**src/cbts_pkg.sv**
```systemverilog
package cbts_pkg;

  localparam int unsigned CLOCK_WIDTH_DEF = 32;
  localparam int unsigned RATE_W = 24;
  localparam int unsigned BRP_W = 10;
  localparam int unsigned SEG_W = 8;
  localparam int unsigned DATA_W = 32;
  localparam int unsigned ADDR_W = 5;

  localparam int unsigned MIN_QUANTA = 3;
  localparam int unsigned SPLIT_NUM = 3;
  localparam int unsigned SPLIT_DEN = 4;

  localparam logic [BRP_W-1:0] BRP_MIN_RST = 10'd1;
  localparam logic [BRP_W-1:0] BRP_MAX_RST = 10'd1023;
  localparam logic [BRP_W-1:0] BRP_STEP_RST = 10'd1;
  localparam logic [SEG_W-1:0] SEG_MIN_RST = 8'd1;
  localparam logic [SEG_W-1:0] SEG_MAX_RST = 8'd255;

  typedef enum logic [1:0] {
    ST_FOUND     = 2'd0,
    ST_ZERO_RATE = 2'd1,
    ST_NO_CLOCK  = 2'd2,
    ST_NO_FIT    = 2'd3
  } status_t;

  typedef enum logic [2:0] {
    REG_CLOCK_HZ = 3'd0,
    REG_BRP_MIN  = 3'd1,
    REG_BRP_MAX  = 3'd2,
    REG_BRP_STEP = 3'd3,
    REG_SEG1_MIN = 3'd4,
    REG_SEG1_MAX = 3'd5,
    REG_SEG2_MIN = 3'd6,
    REG_SEG2_MAX = 3'd7
  } reg_idx_t;

  typedef enum logic [3:0] {
    S_IDLE,
    S_CHECK,
    S_LOOP,
    S_DIV1,
    S_WAIT1,
    S_SEG,
    S_FIT,
    S_DIV2,
    S_WAIT2,
    S_CMP,
    S_FINISH
  } state_t;

  typedef struct packed {
    logic [BRP_W-1:0] prescaler_min;
    logic [BRP_W-1:0] prescaler_max;
    logic [BRP_W-1:0] prescaler_step;
    logic [SEG_W-1:0] seg1_min;
    logic [SEG_W-1:0] seg1_max;
    logic [SEG_W-1:0] seg2_min;
    logic [SEG_W-1:0] seg2_max;
  } cfg_t;

  typedef struct packed {
    logic    load_req;
    logic    mul_rate;
    logic    div_start;
    logic    seg;
    logic    fit;
    logic    step;
    logic    load_res;
    status_t res_status;
  } dp_cmd_t;

  typedef struct packed {
    logic rate_zero;
    logic clock_zero;
    logic brp_over;
    logic div_busy;
    logic tq_low;
    logic fit_ok;
    logic match;
  } dp_sts_t;

endpackage

```
**src/cbts_if.sv**
```systemverilog
interface cbts_req_if import cbts_pkg::*; ();
  logic              valid;
  logic              ready;
  logic [RATE_W-1:0] bitrate;

  modport source (output valid, output bitrate, input ready);
  modport sink (input valid, input bitrate, output ready);
endinterface

interface cbts_rsp_if import cbts_pkg::*; ();
  logic             valid;
  logic             ready;
  status_t          status;
  logic [BRP_W-1:0] prescaler;
  logic [SEG_W-1:0] seg1_tq;
  logic [SEG_W-1:0] seg2_tq;

  modport source (output valid, output status, output prescaler, output seg1_tq,
                  output seg2_tq, input ready);
  modport sink (input valid, input status, input prescaler, input seg1_tq,
                input seg2_tq, output ready);
endinterface

```
**src/cbts_regs.sv**
```systemverilog
module cbts_regs import cbts_pkg::*; #(
  parameter int unsigned CLOCK_WIDTH = CLOCK_WIDTH_DEF
) (
  input  logic                   clk,
  input  logic                   rst,
  input  logic                   psel,
  input  logic                   penable,
  input  logic                   pwrite,
  input  logic [ADDR_W-1:0]      paddr,
  input  logic [DATA_W-1:0]      pwdata,
  output logic [DATA_W-1:0]      prdata,
  output logic                   pready,
  output cfg_t                   cfg,
  output logic [CLOCK_WIDTH-1:0] clock_hz
);

  reg_idx_t         idx;
  logic             wr;
  logic [BRP_W-1:0] v10;
  logic [SEG_W-1:0] v8;

  assign idx    = reg_idx_t'(paddr[ADDR_W-1:2]);
  assign wr     = psel && penable && pwrite;
  assign pready = 1'b1;
  assign v10    = pwdata[BRP_W-1:0];
  assign v8     = pwdata[SEG_W-1:0];

  always_ff @(posedge clk) begin
    if (rst) begin
      clock_hz           <= '0;
      cfg.prescaler_min  <= BRP_MIN_RST;
      cfg.prescaler_max  <= BRP_MAX_RST;
      cfg.prescaler_step <= BRP_STEP_RST;
      cfg.seg1_min       <= SEG_MIN_RST;
      cfg.seg1_max       <= SEG_MAX_RST;
      cfg.seg2_min       <= SEG_MIN_RST;
      cfg.seg2_max       <= SEG_MAX_RST;
    end else if (wr) begin
      unique case (idx)
        REG_CLOCK_HZ: clock_hz <= pwdata[CLOCK_WIDTH-1:0];
        // zero minimum and zero step both store one
        REG_BRP_MIN:  cfg.prescaler_min <= (v10 == '0) ? BRP_MIN_RST : v10;
        REG_BRP_MAX:  cfg.prescaler_max <= v10;
        REG_BRP_STEP: cfg.prescaler_step <= (v10 == '0) ? BRP_STEP_RST : v10;
        REG_SEG1_MIN: cfg.seg1_min <= v8;
        REG_SEG1_MAX: cfg.seg1_max <= v8;
        REG_SEG2_MIN: cfg.seg2_min <= v8;
        REG_SEG2_MAX: cfg.seg2_max <= v8;
      endcase
    end
  end

  always_comb begin
    unique case (idx)
      REG_CLOCK_HZ: prdata = DATA_W'(clock_hz);
      REG_BRP_MIN:  prdata = DATA_W'(cfg.prescaler_min);
      REG_BRP_MAX:  prdata = DATA_W'(cfg.prescaler_max);
      REG_BRP_STEP: prdata = DATA_W'(cfg.prescaler_step);
      REG_SEG1_MIN: prdata = DATA_W'(cfg.seg1_min);
      REG_SEG1_MAX: prdata = DATA_W'(cfg.seg1_max);
      REG_SEG2_MIN: prdata = DATA_W'(cfg.seg2_min);
      REG_SEG2_MAX: prdata = DATA_W'(cfg.seg2_max);
    endcase
  end

endmodule

```
**src/cbts_div.sv**
```systemverilog
module cbts_div import cbts_pkg::*; #(
  parameter int unsigned CLOCK_WIDTH = CLOCK_WIDTH_DEF,
  parameter int unsigned DIVISOR_W = RATE_W + BRP_W
) (
  input  logic                   clk,
  input  logic                   rst,
  input  logic                   start,
  input  logic [CLOCK_WIDTH-1:0] dividend,
  input  logic [DIVISOR_W-1:0]   divisor,
  output logic                   busy,
  output logic [CLOCK_WIDTH-1:0] quot
);

  localparam int unsigned CNT_W = $clog2(CLOCK_WIDTH + 1);

  logic [DIVISOR_W:0]   rem;
  logic [DIVISOR_W:0]   rem_sh;
  logic [DIVISOR_W:0]   rem_sub;
  logic                 take;
  logic [CNT_W-1:0]     cnt;

  // one quotient bit a cycle, dividend bits shift out of the top of quot
  assign rem_sh  = {rem[DIVISOR_W-1:0], quot[CLOCK_WIDTH-1]};
  assign take    = rem_sh >= {1'b0, divisor};
  assign rem_sub = rem_sh - {1'b0, divisor};

  always_ff @(posedge clk) begin
    if (rst) begin
      busy <= 1'b0;
      cnt  <= '0;
    end else if (start) begin
      busy <= 1'b1;
      cnt  <= CNT_W'(CLOCK_WIDTH);
    end else if (busy) begin
      cnt <= cnt - 1'b1;
      if (cnt == CNT_W'(1)) begin
        busy <= 1'b0;
      end
    end
  end

  always_ff @(posedge clk) begin
    if (start) begin
      rem  <= '0;
      quot <= dividend;
    end else if (busy) begin
      rem  <= take ? rem_sub : rem_sh;
      quot <= {quot[CLOCK_WIDTH-2:0], take};
    end
  end

endmodule

```
**src/cbts_dp.sv**
```systemverilog
module cbts_dp import cbts_pkg::*; #(
  parameter int unsigned CLOCK_WIDTH = CLOCK_WIDTH_DEF
) (
  input  logic                   clk,
  input  logic                   rst,
  input  cfg_t                   cfg,
  input  logic [CLOCK_WIDTH-1:0] clock_hz,
  input  logic [RATE_W-1:0]      bitrate,
  input  dp_cmd_t                cmd,
  output dp_sts_t                sts,
  output status_t                res_status,
  output logic [BRP_W-1:0]       res_prescaler,
  output logic [SEG_W-1:0]       res_seg1,
  output logic [SEG_W-1:0]       res_seg2
);

  localparam int unsigned PROD_A_W = RATE_W + BRP_W;
  localparam int unsigned PROD_B_W = CLOCK_WIDTH + BRP_W;
  localparam int unsigned DVW = (PROD_A_W > PROD_B_W) ? PROD_A_W : PROD_B_W;
  localparam int unsigned CMP_W = (RATE_W > CLOCK_WIDTH) ? RATE_W : CLOCK_WIDTH;

  logic [RATE_W-1:0]      rate;
  logic [BRP_W:0]         brp;
  logic [DVW-1:0]         divisor;
  logic [SEG_W-1:0]       s1;
  logic [SEG_W-1:0]       s2;

  logic                   div_busy;
  logic [CLOCK_WIDTH-1:0] quot;
  logic [PROD_A_W-1:0]    prod_a;
  logic [PROD_B_W-1:0]    prod_b;
  logic [CLOCK_WIDTH-1:0] total;
  logic [CLOCK_WIDTH+1:0] tri3;
  logic [CLOCK_WIDTH-1:0] s1_raw;
  logic [CLOCK_WIDTH-1:0] s1_lo;
  logic [CLOCK_WIDTH-1:0] s1_clamp;
  logic [CLOCK_WIDTH-1:0] s2_full;
  logic                   s1_over;

  cbts_div #(
    .CLOCK_WIDTH (CLOCK_WIDTH),
    .DIVISOR_W   (DVW)
  ) u_div (
    .clk      (clk),
    .rst      (rst),
    .start    (cmd.div_start),
    .dividend (clock_hz),
    .divisor  (divisor),
    .busy     (div_busy),
    .quot     (quot)
  );

  assign prod_a = rate * brp[BRP_W-1:0];
  assign prod_b = quot * brp[BRP_W-1:0];

  // quot holds tq from the first division until the second one starts
  assign total  = quot - 1'b1;
  assign tri3   = (CLOCK_WIDTH+2)'(total) * (CLOCK_WIDTH+2)'(SPLIT_NUM);
  assign s1_raw = CLOCK_WIDTH'(tri3 / SPLIT_DEN);
  assign s1_lo  = (s1_raw < CLOCK_WIDTH'(cfg.seg1_min)) ? CLOCK_WIDTH'(cfg.seg1_min) : s1_raw;
  // the upper clamp comes last and wins when the bounds cross
  assign s1_clamp = (s1_lo > CLOCK_WIDTH'(cfg.seg1_max)) ? CLOCK_WIDTH'(cfg.seg1_max) : s1_lo;

  assign s1_over = CLOCK_WIDTH'(s1) > total;
  assign s2_full = total - CLOCK_WIDTH'(s1);

  assign sts.rate_zero  = rate == '0;
  assign sts.clock_zero = clock_hz == '0;
  assign sts.brp_over   = brp > {1'b0, cfg.prescaler_max};
  assign sts.div_busy   = div_busy;
  assign sts.tq_low     = quot < CLOCK_WIDTH'(MIN_QUANTA);
  assign sts.fit_ok     = !s1_over && (s2_full >= CLOCK_WIDTH'(cfg.seg2_min))
                          && (s2_full <= CLOCK_WIDTH'(cfg.seg2_max));
  assign sts.match      = CMP_W'(quot) == CMP_W'(rate);

  always_ff @(posedge clk) begin
    if (cmd.load_req) begin
      rate <= bitrate;
      brp  <= {1'b0, cfg.prescaler_min};
    end else if (cmd.step) begin
      brp <= brp + {1'b0, cfg.prescaler_step};
    end
    if (cmd.mul_rate) begin
      divisor <= DVW'(prod_a);
    end else if (cmd.seg) begin
      divisor <= DVW'(prod_b);
    end
    if (cmd.seg) begin
      s1 <= s1_clamp[SEG_W-1:0];
    end
    if (cmd.fit) begin
      s2 <= s2_full[SEG_W-1:0];
    end
    if (cmd.load_res) begin
      res_status <= cmd.res_status;
      if (cmd.res_status == ST_FOUND) begin
        res_prescaler <= brp[BRP_W-1:0];
        res_seg1      <= s1;
        res_seg2      <= s2;
      end else begin
        res_prescaler <= '0;
        res_seg1      <= '0;
        res_seg2      <= '0;
      end
    end
  end

endmodule

```
**src/cbts_ctrl.sv**
```systemverilog
module cbts_ctrl import cbts_pkg::*; (
  input  logic    clk,
  input  logic    rst,
  input  logic    req_valid,
  output logic    req_ready,
  output logic    rsp_valid,
  input  logic    rsp_ready,
  input  dp_sts_t sts,
  output dp_cmd_t cmd
);

  state_t  state;
  state_t  state_next;
  status_t code;
  status_t code_next;

  always_ff @(posedge clk) begin
    if (rst) begin
      state     <= S_IDLE;
      code      <= ST_FOUND;
      rsp_valid <= 1'b0;
    end else begin
      state <= state_next;
      code  <= code_next;
      if (cmd.load_res) begin
        rsp_valid <= 1'b1;
      end else if (rsp_ready) begin
        rsp_valid <= 1'b0;
      end
    end
  end

  always_comb begin
    state_next     = state;
    code_next      = code;
    req_ready      = 1'b0;
    cmd            = '0;
    cmd.res_status = code;
    unique case (state)
      S_IDLE: begin
        req_ready = 1'b1;
        if (req_valid) begin
          cmd.load_req = 1'b1;
          state_next   = S_CHECK;
        end
      end
      S_CHECK: begin
        priority if (sts.rate_zero) begin
          code_next  = ST_ZERO_RATE;
          state_next = S_FINISH;
        end else if (sts.clock_zero) begin
          code_next  = ST_NO_CLOCK;
          state_next = S_FINISH;
        end else begin
          state_next = S_LOOP;
        end
      end
      S_LOOP: begin
        if (sts.brp_over) begin
          code_next  = ST_NO_FIT;
          state_next = S_FINISH;
        end else begin
          cmd.mul_rate = 1'b1;
          state_next   = S_DIV1;
        end
      end
      S_DIV1: begin
        cmd.div_start = 1'b1;
        state_next    = S_WAIT1;
      end
      S_WAIT1: begin
        if (!sts.div_busy) begin
          state_next = S_SEG;
        end
      end
      S_SEG: begin
        // tq never grows with the prescaler, so too few quanta ends the search
        if (sts.tq_low) begin
          code_next  = ST_NO_FIT;
          state_next = S_FINISH;
        end else begin
          cmd.seg    = 1'b1;
          state_next = S_FIT;
        end
      end
      S_FIT: begin
        if (sts.fit_ok) begin
          cmd.fit    = 1'b1;
          state_next = S_DIV2;
        end else begin
          cmd.step   = 1'b1;
          state_next = S_LOOP;
        end
      end
      S_DIV2: begin
        cmd.div_start = 1'b1;
        state_next    = S_WAIT2;
      end
      S_WAIT2: begin
        if (!sts.div_busy) begin
          state_next = S_CMP;
        end
      end
      S_CMP: begin
        if (sts.match) begin
          code_next  = ST_FOUND;
          state_next = S_FINISH;
        end else begin
          cmd.step   = 1'b1;
          state_next = S_LOOP;
        end
      end
      S_FINISH: begin
        if (!rsp_valid || rsp_ready) begin
          cmd.load_res = 1'b1;
          state_next   = S_IDLE;
        end
      end
      default: begin
        state_next = S_IDLE;
      end
    endcase
  end

endmodule

```
**src/can_bit_timing_search.sv**
```systemverilog
// CAN bit timing search: each request carries a bitrate, and the block walks the
// baud rate prescaler from prescaler_min to prescaler_max in prescaler_step,
// returning the first prescaler with its segment 1 and segment 2 split that gives
// the bitrate exactly, or a status for zero bitrate, unknown clock or no fit.
// One request is in work at a time. Each prescaler tried costs one pass of a
// shared radix-2 divider plus the control states; a prescaler whose segments fit
// takes a second pass through the divider. At most 1023 prescalers are tried per
// request. The search stops early once the quanta per bit fall below three.
// The next request is taken while the previous response still waits in the
// output register.
module can_bit_timing_search import cbts_pkg::*; #(
  parameter int unsigned CLOCK_WIDTH = CLOCK_WIDTH_DEF
) (
  input  logic              clk,
  input  logic              rst,
  input  logic              psel,
  input  logic              penable,
  input  logic              pwrite,
  input  logic [ADDR_W-1:0] paddr,
  input  logic [DATA_W-1:0] pwdata,
  output logic [DATA_W-1:0] prdata,
  output logic              pready,
  cbts_req_if.sink          req,
  cbts_rsp_if.source        rsp
);

  cfg_t                   cfg;
  logic [CLOCK_WIDTH-1:0] clock_hz;
  dp_cmd_t                cmd;
  dp_sts_t                sts;

  cbts_regs #(
    .CLOCK_WIDTH (CLOCK_WIDTH)
  ) u_regs (
    .clk      (clk),
    .rst      (rst),
    .psel     (psel),
    .penable  (penable),
    .pwrite   (pwrite),
    .paddr    (paddr),
    .pwdata   (pwdata),
    .prdata   (prdata),
    .pready   (pready),
    .cfg      (cfg),
    .clock_hz (clock_hz)
  );

  cbts_ctrl u_ctrl (
    .clk       (clk),
    .rst       (rst),
    .req_valid (req.valid),
    .req_ready (req.ready),
    .rsp_valid (rsp.valid),
    .rsp_ready (rsp.ready),
    .sts       (sts),
    .cmd       (cmd)
  );

  cbts_dp #(
    .CLOCK_WIDTH (CLOCK_WIDTH)
  ) u_dp (
    .clk           (clk),
    .rst           (rst),
    .cfg           (cfg),
    .clock_hz      (clock_hz),
    .bitrate       (req.bitrate),
    .cmd           (cmd),
    .sts           (sts),
    .res_status    (rsp.status),
    .res_prescaler (rsp.prescaler),
    .res_seg1      (rsp.seg1_tq),
    .res_seg2      (rsp.seg2_tq)
  );

endmodule

```
**src/flat_wrapper.sv**
```systemverilog
// flat-port wrapper written by rule: the top's interface ports become plain ports
module can_bit_timing_search_flat import cbts_pkg::*;
#(
  parameter int unsigned CLOCK_WIDTH = CLOCK_WIDTH_DEF
)
  (clk, rst, psel, penable, pwrite, paddr, pwdata, prdata, pready, req_valid, req_bitrate, req_ready, rsp_valid, rsp_status, rsp_prescaler, rsp_seg1_tq, rsp_seg2_tq, rsp_ready);
  cbts_req_if req_i ();
  cbts_rsp_if rsp_i ();
  input  logic clk;
  input  logic rst;
  input  logic psel;
  input  logic penable;
  input  logic pwrite;
  input  logic [ADDR_W-1:0] paddr;
  input  logic [DATA_W-1:0] pwdata;
  output logic [DATA_W-1:0] prdata;
  output logic pready;
  input wire logic [$bits(req_i.valid)-1:0] req_valid;
  input wire logic [$bits(req_i.bitrate)-1:0] req_bitrate;
  output wire logic [$bits(req_i.ready)-1:0] req_ready;
  output wire logic [$bits(rsp_i.valid)-1:0] rsp_valid;
  output wire logic [$bits(rsp_i.status)-1:0] rsp_status;
  output wire logic [$bits(rsp_i.prescaler)-1:0] rsp_prescaler;
  output wire logic [$bits(rsp_i.seg1_tq)-1:0] rsp_seg1_tq;
  output wire logic [$bits(rsp_i.seg2_tq)-1:0] rsp_seg2_tq;
  input wire logic [$bits(rsp_i.ready)-1:0] rsp_ready;
  assign req_i.valid = req_valid;
  assign req_i.bitrate = req_bitrate;
  assign req_ready = req_i.ready;
  assign rsp_valid = rsp_i.valid;
  assign rsp_status = rsp_i.status;
  assign rsp_prescaler = rsp_i.prescaler;
  assign rsp_seg1_tq = rsp_i.seg1_tq;
  assign rsp_seg2_tq = rsp_i.seg2_tq;
  assign rsp_i.ready = rsp_ready;
  can_bit_timing_search #(.CLOCK_WIDTH(CLOCK_WIDTH)) u_core (.clk(clk), .rst(rst), .psel(psel), .penable(penable), .pwrite(pwrite), .paddr(paddr), .pwdata(pwdata), .prdata(prdata), .pready(pready), .req(req_i), .rsp(rsp_i));
endmodule
```
**config.mk**
```make
export PLATFORM = sky130hd
export DESIGN_NAME = can_bit_timing_search_flat
export DESIGN_NICKNAME = d
export VERILOG_FILES = /design/src/cbts_pkg.sv /design/src/cbts_if.sv /design/src/cbts_regs.sv /design/src/cbts_div.sv /design/src/cbts_dp.sv /design/src/cbts_ctrl.sv /design/src/can_bit_timing_search.sv /design/src/flat_wrapper.sv
export SDC_FILE = /design/constraint.sdc
export NUM_CORES = 2
export LEC_CHECK = 0
export BUFFER_PORTS_ARGS = -buffer_cell sky130_fd_sc_hd__buf_2
export CAP_MARGIN = 40
export CORE_MARGIN = 2
export CORE_UTILIZATION = 40
export DETAILED_ROUTE_END_ITERATION = 8
export PLACE_DENSITY = 0.65
export REMOVE_ABC_BUFFERS = 1
export SYNTH_ARGS = -nofsm -noshare
export SYNTH_HDL_FRONTEND = slang
export SYNTH_HIERARCHICAL = 1
export SYNTH_SLANG_ARGS = --single-unit
export TNS_END_PERCENT = 20
```
**constraint.sdc**
```tcl
create_clock -name clk -period 22 [get_ports clk]
set_input_delay 3.3 -clock clk [delete_from_list [all_inputs] [get_ports clk]]
set_output_delay 3.3 -clock clk [all_outputs]
set_load 0.01 [all_outputs]
```
==> results summary <==
The number of nets at the end of the flow is around 5,100. Once layout is complete, the cells apart from fillers number 5,652. The sequential-to-total area share from yosys stat came out at 19.6%.

The first global-routing pass estimated 174,000 µm of wire. The number of buffers between clock root and the deepest sink came out at 3. The number of CTS-inserted buffers is 39.

In the layout the commonest cells are sky130_fd_sc_hd__nand2_1 (641), sky130_fd_sc_hd__inv_1 (466), sky130_fd_sc_hd__fa_1 (416), sky130_fd_sc_hd__ha_1 (291), sky130_fd_sc_hd__and2_1 (267). The post-synth design cell area came out at 38,300 µm². The peak per-stage delay on the critical path came out at approximately 0.93 ns. The via count of the first global-routing pass is 31,500. In this run the critical register-to-register path is launched from u_core/u_dp/u_div/quot[5]$_DFFE_PP_. The number of antenna-violating nets in the routed design is 0. The overall track demand over capacity in global routing came out at 22.2%. On the critical path, the stage with the largest delay is an instance of sky130_fd_sc_hd__or4_1. The setup-violating endpoint count in the final report came out at 0. The worst-case register-to-register setup slack came out at 12.07 ns. The number of hold buffers added after cts came out at 0.

The clock input transition at the sequential cells of the worst setup and hold paths came out at 0.06 ns. The post-cts gate resize count is 0. The routed design has 109,000 µm of wire. The number of optimization iterations in the first detailed-route pass came out at 6. Setup repair after global routing left no endpoint under its margin. The post-synthesis to final-layout area growth came out at 7.79%. The largest net degree at the start of global routing is slightly below 90. The most numerous cell type found on the critical path is sky130_fd_sc_hd__o21ai_0.

By area the synthesized netlist is led by sky130_fd_sc_hd__fa_1 (22%), sky130_fd_sc_hd__edfxtp_1 (11%), sky130_fd_sc_hd__ha_1 (9.5%). Once placement completed, the tool counted placed cells totaling 5,580. After clock tree synthesis, the setup repair step added 0 buffers. sky130_fd_sc_hd__fa_1 takes more of the synthesized area than any other cell. The worst path in the final design needs a cycle of ~9.9 ns, including I/O delays and setup. The first routing iteration left about 2,400 violations. The HPWL reported at the end of detailed placement came out at 80,500 µm.

The worst hold path belongs to the class reg -> reg. The number of synthesis warnings came out at 6. The number of antenna diodes in the final layout is 0.

The number of ports placed on the die boundary came out at roughly 130. The number of clock sinks came out at between 300 and 400. The initial core utilization came out at 40.4%. The transition time at the pin with the least slew margin came out at 0.890 ns. Fill cells in the final layout number a little over 9,000. The H-tree depth is 2. The total number of placement rows is ~110. The post-route clock period utilization is between 40 and 50%. The final core area utilization is 43.5%. Leaving out fill and tap cells, the most frequent cell in the layout is sky130_fd_sc_hd__nand2_1. The required time reported for the critical path endpoint is 22.36 ns. In the post-route analysis, the smallest setup slack over all paths is 12.07 ns.

The critical path data arrival time is slightly above 10 ns. The share of Yosys cell area claimed by the top area cell type is 21.7%. The minimum setup slack after placement is ~12 ns. The worst pin sits at a relative slew slack of between 40% and 50%.

The number of pins exceeding their max-slew limit in the final report came out at 0. The number of antenna violations at the first check in global routing came out at 3. The maximum achievable frequency is 0.101 GHz.

The routed via count divided by cell count came out at 5.58. The number of I/O port buffers came out at 127. At the end of routability-driven placement, the weighted congestion stood at 0.931.

In this run the worst setup path begins at u_core/u_dp/u_div/quot[5]$_DFFE_PP_. The total count of hold-check failures in the final report is 0. The area of the core region is 95,000 µm². The critical path is of the reg -> reg type.

Averaged over all synthesized cells, the footprint is 8.72 µm². The die is 314 µm tall. The distinct cell type count of the synthesized netlist came out at approximately 110.

The global route total overflow is 0. The termination of the worst setup path is u_core/u_dp/s1[0]$_DFFE_PP_. STA classifies the critical path startpoint as a flop.

The count of flip-flops with a built-in enable after synthesis came out at 144. The cell count after synthesis came out at 4,397. The worst clock skew came out at 0.0577 ns. The flip-flop and latch count after synthesis is 303.

After detailed routing, the average wire length per cell comes to 19.4 µm. The die is 314 µm wide. The largest fanout of any net on the critical path is 17. Summing over every cut layer, the via total after detailed routing is 31,500.

The root cell of the clock tree is sky130_fd_sc_hd__clkbuf_16. The clock reaches the later pin of the worst-skew pair after 0.61 ns. In the synthesized netlist the dominant register cell turns out to be sky130_fd_sc_hd__dfxtp_1.

TritonCTS built the clock tree. The endpoint of the worst-slack reg-to-reg timing path is u_core/u_dp/s1[0]$_DFFE_PP_. Of all flip-flops after synthesis, the portion carrying an async set or reset was 0%.

The run finished with clean final reports. Cells with a size suffix above 1 make up 8.57% of the layout. Setup total negative slack on the finished layout was measured at 0 ns. The worst register-to-register path has a depth of 31. STA classifies the critical path endpoint as a flop. The area of the die is 98,400 µm². The tool flagged a number of max-cap violations equal to 0.

The post-detailed-route DRC marker count is 0.
cells by family (layout without fill, tap and decap cells):
logic type	after synthesis	after routing	share of synthesized area [%]
buffers and inverters	731	721	7.58
other	1	1	0.00978
XOR/XNOR	181	181	4.19
AND/OR/NAND/NOR	1565	1565	20.2
adder cells (fa/ha/maj)	707	707	31.2
flip-flops	303	303	19.6
AO/OA/AOI/OAI	807	807	14.2
multiplexers	102	102	3.01
layout make-up:
| class | instances | area (µm²) | area share [%] |
|---|---|---|---|
| multi-input cells | 3363 | 28000 | 67.7 |
| flip-flops and latches | 303 | 7510 | 18.2 |
| inverters | 470 | 1760 | 4.27 |
| well taps | 1265 | 1580 | 3.83 |
| clock buffers | 56 | 1170 | 2.84 |
| repair buffers | 179 | 1090 | 2.63 |
| clock inverters | 16 | 245 | 0.593 |
state kept, by name (all words and copies together), names as in the netlist:
signal / cells
u_core/u_ctrl/code: 2
u_core/u_ctrl/rsp_valid: 1
u_core/u_ctrl/state: 4
u_core/u_dp/brp: 11
u_core/u_dp/divisor: 42
u_core/u_dp/rate: 24
u_core/u_dp/res_prescaler: 10
u_core/u_dp/res_seg1: 8
u_core/u_dp/res_seg2: 8
u_core/u_dp/res_status: 2
u_core/u_dp/s1: 8
u_core/u_dp/s2: 8
u_core/u_dp/u_div/busy: 1
u_core/u_dp/u_div/cnt: 6
u_core/u_dp/u_div/quot: 32
u_core/u_dp/u_div/rem: 42
u_core/u_regs/cfg: 62
u_core/u_regs/clock_hz: 32
worst max-delay path, delay by kind of cell, from the launching register on:
kind	cells	cell delay (ns)
and+or+nand+nor	12	4.23
AOI/OAI and AO/OA	12	2.64
adders and majority gates	2	0.74
muxes	2	0.73
DFF	1	0.72
buffers and inverters	2	0.37
xor gates and xnor gates	1	0.21
cells in the mapped netlist (19+ instances only):
cell type,n
sky130_fd_sc_hd__nand4_1,45
sky130_fd_sc_hd__nor2b_1,41
sky130_fd_sc_hd__mux2i_1,45
sky130_fd_sc_hd__edfxtp_1,144
sky130_fd_sc_hd__a221oi_1,19
sky130_fd_sc_hd__buf_2,28
sky130_fd_sc_hd__nand2b_1,37
sky130_fd_sc_hd__nor4_1,47
sky130_fd_sc_hd__a21oi_1,225
sky130_fd_sc_hd__and2_1,268
sky130_fd_sc_hd__clkbuf_1,195
sky130_fd_sc_hd__a21o_1,76
sky130_fd_sc_hd__mux2_2,47
sky130_fd_sc_hd__nand2_1,641
sky130_fd_sc_hd__dfxtp_1,159
sky130_fd_sc_hd__a211oi_1,23
sky130_fd_sc_hd__o21bai_1,24
sky130_fd_sc_hd__or3_1,30
sky130_fd_sc_hd__nor3_1,68
sky130_fd_sc_hd__fa_1,416
sky130_fd_sc_hd__o21ai_0,153
sky130_fd_sc_hd__nand3b_1,29
sky130_fd_sc_hd__a31oi_1,30
sky130_fd_sc_hd__nor2_1,206
sky130_fd_sc_hd__a311oi_2,19
sky130_fd_sc_hd__o31ai_1,23
sky130_fd_sc_hd__nand3_1,60
sky130_fd_sc_hd__inv_1,466
sky130_fd_sc_hd__ha_1,291
sky130_fd_sc_hd__and3_1,24
sky130_fd_sc_hd__xnor2_1,97
sky130_fd_sc_hd__xor2_1,82
metal layers:
layer	global-route usage [%]	wire length, µm	part of all wire, %
met5	0	0	0
met4	7.96	4080	3.7
met3	2.91	6900	6.3
met2	37.0	51000	47
met1	29.4	47500	43
how the worst min path moves through the flow:
| stage | end | depth (start not counted) | start | slack, ns |
|---|---|---|---|---|
| floorplan | u_core/u_dp/u_div/rem[41]$_SDFFE_PP0P_ | 2 | u_core/u_dp/u_div/rem[41]$_SDFFE_PP0P_ | 0.44 |
| global placement | u_core/u_dp/u_div/rem[41]$_SDFFE_PP0P_ | 2 | u_core/u_dp/u_div/rem[41]$_SDFFE_PP0P_ | 0.45 |
| detailed placement | u_core/u_dp/u_div/rem[41]$_SDFFE_PP0P_ | 2 | u_core/u_dp/u_div/rem[41]$_SDFFE_PP0P_ | 0.46 |
| CTS | u_core/u_dp/u_div/rem[41]$_SDFFE_PP0P_ | 2 | u_core/u_dp/u_div/rem[41]$_SDFFE_PP0P_ | 0.47 |
| global route | u_core/u_dp/divisor[40]$_SDFFE_PP0P_ | 1 | u_core/u_dp/divisor[40]$_SDFFE_PP0P_ | 0.50 |
| finish | u_core/u_dp/u_div/rem[41]$_SDFFE_PP0P_ | 2 | u_core/u_dp/u_div/rem[41]$_SDFFE_PP0P_ | 0.47 |
through the flow:
stage / hold slack (ns) / area [µm²]
CTS: 0.468 / 41300
global placement: 0.454 / 39800
finish: 0.473 / 41300
detailed placement: 0.459 / 39900
floorplan: 0.438 / 37200
global route: 0.501 / 41300
Power is not shown: default switching activity piles up to over one toggle a cycle in this logic, so the estimate is an artifact.
